**config.mk**
```make
export PLATFORM = sky130hd
export DESIGN_NAME = smsd_ctrl
export DESIGN_NICKNAME = d
export VERILOG_FILES = /design/src/hw/rtl/smsd_pkg.sv /design/src/hw/rtl/smsd_ctrl.sv
export SDC_FILE = /design/constraint.sdc
export NUM_CORES = 1
export LEC_CHECK = 0
export BUFFER_PORTS_ARGS = -buffer_cell sky130_fd_sc_hd__buf_2
export CELL_PAD_IN_SITES_DETAIL_PLACEMENT = 0
export CELL_PAD_IN_SITES_GLOBAL_PLACEMENT = 1
export CORE_UTILIZATION = 34
export CTS_CLUSTER_DIAMETER = 150
export CTS_CLUSTER_SIZE = 12
export DETAILED_ROUTE_END_ITERATION = 8
export PLACE_DENSITY_LB_ADDON = 0.1
export SYNTH_ARGS = -nofsm -noshare
export SYNTH_HDL_FRONTEND = slang
export SYNTH_SLANG_ARGS = --single-unit
```
**constraint.sdc**
```tcl
create_clock -name clk_i -period 3.3 [get_ports clk_i]
set_input_delay 0.33 -clock clk_i [delete_from_list [all_inputs] [get_ports clk_i]]
set_output_delay 0.33 -clock clk_i [all_outputs]
set_load 0.02 [all_outputs]
```
**src/hw/rtl/smsd_pkg.sv**
```systemverilog
// ----------------------------------------------------------------------------
// smsd_pkg: shared types and constants
// Field widths of the sample and result channels, the window length register
// and the command and status bundles between controller and datapath.
// ----------------------------------------------------------------------------
`timescale 1ns / 1ps
`default_nettype none

package smsd_pkg;

  // Channel field widths
  localparam int unsigned SAMPLE_W  = 8;
  localparam int unsigned MEDD_W    = 9;
  localparam int unsigned COUNT_W   = 32;

  // Window length register
  localparam int unsigned LEN_REG_W = 11;
  localparam logic [LEN_REG_W-1:0] LEN_RESET = 11'd32;

  // Controller to datapath commands
  typedef struct packed {
    logic accept;     // latch sample and window-full flag
    logic load_old;   // latch oldest ring sample
    logic srch_go;    // start a rank search over the count tree
    logic srch_lo;    // search for the lower middle rank
    logic upd_go;     // start a count update walk
    logic upd_dec;    // update walk removes the oldest sample
    logic clr_run;    // clear one tree node
    logic finish;     // load result, write ring, advance pointer
  } cmd_t;

  // Datapath to controller status
  typedef struct packed {
    logic full;       // window was full when the sample arrived
    logic even;       // effective window length is even
    logic srch_last;  // search takes its final decision this cycle
    logic upd_busy;   // update walk still reading or writing
    logic clr_last;   // clearing pass at its final node
    logic out_free;   // result register can take a new result
  } sts_t;

endpackage

`default_nettype wire

```
**src/hw/rtl/smsd_ctrl.sv**
```systemverilog
// ----------------------------------------------------------------------------
// smsd_ctrl: sequencing controller
// Steps each sample through median searches, count tree updates and the
// result load; runs the clearing pass after reset and length writes.
// ----------------------------------------------------------------------------
`timescale 1ns / 1ps
`default_nettype none

module smsd_ctrl (
  input  wire logic           clk_i,
  input  wire logic           rst_ni,
  input  wire logic           cfg_we_i,
  input  wire logic           in_valid_i,
  output logic                in_ready_o,
  input  wire smsd_pkg::sts_t sts_i,
  output smsd_pkg::cmd_t      cmd_o
);

  localparam logic [3:0] ST_CLEAR   = 4'd0;
  localparam logic [3:0] ST_IDLE    = 4'd1;
  localparam logic [3:0] ST_LOAD    = 4'd2;
  localparam logic [3:0] ST_SRCH_HI = 4'd3;
  localparam logic [3:0] ST_LO_GO   = 4'd4;
  localparam logic [3:0] ST_SRCH_LO = 4'd5;
  localparam logic [3:0] ST_DEC_GO  = 4'd6;
  localparam logic [3:0] ST_DEC     = 4'd7;
  localparam logic [3:0] ST_INC_GO  = 4'd8;
  localparam logic [3:0] ST_INC     = 4'd9;
  localparam logic [3:0] ST_FIN     = 4'd10;

  logic [3:0] state_q, state_d;

  // Take a sample only when idle and no length write is under way
  assign in_ready_o = (state_q == ST_IDLE) && !cfg_we_i;

  // Next state and commands
  always_comb begin
    cmd_o   = '0;
    state_d = state_q;
    case (state_q)
      ST_CLEAR: begin
        cmd_o.clr_run = 1'b1;
        if (sts_i.clr_last) begin
          state_d = ST_IDLE;
        end
      end
      ST_IDLE: begin
        if (in_valid_i && !cfg_we_i) begin
          cmd_o.accept = 1'b1;
          state_d      = ST_LOAD;
        end
      end
      ST_LOAD: begin
        cmd_o.load_old = 1'b1;
        if (sts_i.full) begin
          cmd_o.srch_go = 1'b1;
          state_d       = ST_SRCH_HI;
        end else begin
          cmd_o.upd_go = 1'b1;
          state_d      = ST_INC;
        end
      end
      ST_SRCH_HI: begin
        if (sts_i.srch_last) begin
          state_d = sts_i.even ? ST_LO_GO : ST_DEC_GO;
        end
      end
      ST_LO_GO: begin
        cmd_o.srch_go = 1'b1;
        cmd_o.srch_lo = 1'b1;
        state_d       = ST_SRCH_LO;
      end
      ST_SRCH_LO: begin
        if (sts_i.srch_last) begin
          state_d = ST_DEC_GO;
        end
      end
      ST_DEC_GO: begin
        cmd_o.upd_go  = 1'b1;
        cmd_o.upd_dec = 1'b1;
        state_d       = ST_DEC;
      end
      ST_DEC: begin
        if (!sts_i.upd_busy) begin
          state_d = ST_INC_GO;
        end
      end
      ST_INC_GO: begin
        cmd_o.upd_go = 1'b1;
        state_d      = ST_INC;
      end
      ST_INC: begin
        if (!sts_i.upd_busy) begin
          state_d = ST_FIN;
        end
      end
      ST_FIN: begin
        if (sts_i.out_free) begin
          cmd_o.finish = 1'b1;
          state_d      = ST_IDLE;
        end
      end
      default: begin
        state_d = ST_CLEAR;
      end
    endcase
    // A length write empties the window and restarts the clearing pass
    if (cfg_we_i) begin
      state_d = ST_CLEAR;
    end
  end

  // State register
  always_ff @(posedge clk_i or negedge rst_ni) begin
    if (!rst_ni) begin
      state_q <= ST_CLEAR;
    end else begin
      state_q <= state_d;
    end
  end

endmodule

`default_nettype wire

```
==> results_dict.tcl <==
set metrics [dict create \
    powerDensity_nw_per_um2 715.1 \
    hpwl_um 722.3 \
    post_cts_resized 0 \
    reg_top3 "state_q: 4 flops" \
    slew_headroom_pct 64.33 \
    total_power_mw 0.4035 \
    drv_slew 0 \
    drt_iter0_drc 10 \
    first_pass_iters 4 \
    required_ps 2970 \
    fp.dieH_um 38.40 \
    rsz0062_at_grt "no" \
    initial_core_util_pct 38.46 \
    ys_types 33 \
    via_per_inst 5.264 \
    netlist_area_um2 450.4 \
    cp-end-kind "output pin" \
    overflow 0 \
    core_region_area_um2 1171 \
    cp-start-kind "flop" \
    leakage_nw 0.2587 \
    dieArea_um2 1474 \
    synth_area_leaders "dfrtp_1 (22%), o32ai_4 (6.1%), a21oi_1 (5.6%)" \
    synthesis.nets 65 \
    setup_viol 0 \
    holdCritStartpoint "cfg_we_i" \
    hold_depth 2 \
    cts_sinks 4 \
    period_needed_ps 2179 \
    cts_tree "yes" \
    syn_area_per_cell_um2 8.190 \
    crit_family "simple AND/OR/NAND/NOR gates" \
    num-nets-final 85 \
    timing.fmax_mhz 459.0 \
    status "complete, no violations" \
    largest_register_ffs 4 \
    ys_ff_latch 4 \
    detail_route.wl_per_cell_um 11.61 \
    yosysTopAreaCell "dfrtp_1" \
    cts.clk_slew.worst_paths_ps 40 \
    synth_edf_count 0 \
    timing.final.crit_share_pct 66.02 \
    cts_buffers 3 \
    die_w_um 38.40 \
    critPathArrivalTime_ps 1850 \
    seqCellArea_um2 100.1 \
    synth_mux_area_share_pct 2.500 \
    vias 458 \
    grt_max_degree 18 \
    tightest_slew_ps 535.0 \
    route.detailed.drc 0 \
    synth_top_family_by_area "simple AND/OR/NAND/NOR gates" \
    hold_violations 0 \
    synthArstFlopShare_pct 100.0 \
    grt_use_total_pct 16.61 \
    cp_max_fo 10 \
    place.gp.congestion 0.7444 \
    numPortBuffers 18 \
    synth-simple-area-share_pct 33.06 \
    reg2reg_depth 5 \
    antenna_found_initial 0 \
    yosysSeqAreaShare_pct 22.22 \
    maxCapViolations 0 \
    antenna_cells 0 \
    synth_common_cells "a21oi_1 (5), nor2_1 (5), dfrtp_1 (4), nand2b_1 (4)" \
    cts_buffer_depth 2 \
    cpPeakStageDelay_ps 620 \
    synth.top_cell.area_share_pct 22.22 \
    ys_warn_count 0 \
    worstPathCellList "inv_6 > or4_4 > nor2_1 > and2_1 > buf_2" \
    synthFlopType "dfrtp_1" \
    ir_worst_vdd_mv 0.3338 \
    worstReg2RegStart "state_q[0]" \
    synth-compound-area-share_pct 32.78 \
    synth_xor_area_share_pct 0 \
    rows 12 \
    syn_to_final_growth_pct 25.28 \
    finalSetupTns_ps 0 \
    path_depth 5 \
    r2r_setup_slack_ps 1500 \
    drive_gt1_share_pct 38.36 \
    whs_ps 350.3 \
    reg2reg_to "state_q[1]" \
    crit_path_top_delay_cell "dfrtp_1" \
    regMostFlops "state_q" \
    nFillCells 123 \
    path_buf_inv 2 \
    synth-adder-area-share_pct 0 \
    grt_pass1_wl_mm 1.697 \
    clock_skew_ps 1.600 \
    io_pins 19 \
    clockRootBuffer "clkbuf_4" \
    ant_nets 0 \
    drt-total-wl_mm 1.010 \
    grt_pass1_vias 421 \
    htreeDepth 1 \
    multiInputGateArea_um2 307.8 \
    synthCells 55 \
    crit_type "flop to output pin" \
    clk_latency_ps 230 \
    hold_class "input port to flop" \
    holdPathEnd "state_q[3]" \
]
==> cells in the final DEF, fill, tap and decap left out <==
master and n:
buf_2 18, nor2_1 5, a21oi_1 5, nand2b_1 4, dfrtp_1 4, nor3_1 3
clkbuf_4 3, nor2b_1 2, inv_1 2, nor4b_1 2, o21ai_0 2, a21o_1 1
nor3b_1 1, nor4_1 1, inv_6 1, or4_4 1, and2_1 1, nand3b_1 1
a21oi_2 1, a31oi_1 1, o32ai_4 1, nor2_2 1, a2111o_1 1, o31ai_2 1
nand3_1 1, nand2_1 1, a211oi_1 1, o32ai_1 1, o21bai_1 1, o311a_1 1
mux2_2 1, or3_1 1, o21ai_1 1, dlygate4sd3_1 1
==> cell families (layout without fill, tap and decap cells) <==
| kind of cell | Yosys count | after routing |
|---|---|---|
| buffers and inverters | 7 | 25 |
| multiplexers | 1 | 1 |
| flip-flops | 4 | 4 |
| AND/OR/NAND/NOR | 25 | 25 |
| AO/OA/AOI/OAI | 18 | 18 |
==> area by class of cell <==
cell class              instances  share of cell area [%]
multi-input cells              44                   54.55
flip-flops and latches          4                   17.74
repair buffers                 19                   17.74
clock buffers                   3                   3.991
well taps                      14                   3.104
inverters                       3                   2.882
==> worst max path at each step <==
stage | start | to | slack (ps)
6_report | state_q[0] | cmd_o[7] | 1120
5_1_grt | state_q[0] | cmd_o[7] | 1050
4_1_cts | state_q[0] | cmd_o[7] | 1090
3_5_place_dp | state_q[0] | cmd_o[7] | 1350
3_3_place_gp | state_q[0] | cmd_o[7] | 1380
2_1_floorplan | state_q[0] | cmd_o[7] | 1320
==> where the power goes <==
| group | total (mW) | switching (mW) | internal (mW) |
|---|---|---|---|
| clock | 0.0577 | 0.0173 | 0.0405 |
| combinational | 0.230 | 0.123 | 0.107 |
| sequential | 0.116 | 0.0535 | 0.0622 |
| total | 0.404 | 0.194 | 0.209 |
==> metrics by stage <==
| step | utilization (%) | std cells | cell area (µm²) | setup slack, ps |
|---|---|---|---|---|
| floorplan | - | 55 | 450.4 | 1319 |
| global placement | 45.41 | 83 | 531.8 | 1381 |
| detailed placement | 45.41 | 83 | 531.8 | 1349 |
| CTS | 48.18 | 87 | 564.3 | 1094 |
| global route | 48.18 | 87 | 564.3 | 1050 |
| finish | 48.18 | 87 | 564.3 | 1121 |
==> per-layer routing <==
layer  up-vias  global-route usage (%)  wire [µm]
li1        244                       -          -
met1       204                   18.51        518
met2        10                   28.39        461
met3         0                   3.488         29
met4         0                   10.34          0
met5         -                       0          0
==> repair_timing <==
action                    in CTS  in global routing
hold endpoints to repair       4                  0
setup buffers                  0                  0
hold buffers                   1                  0
No activity file was read; power rests on OpenSTA's default activity.
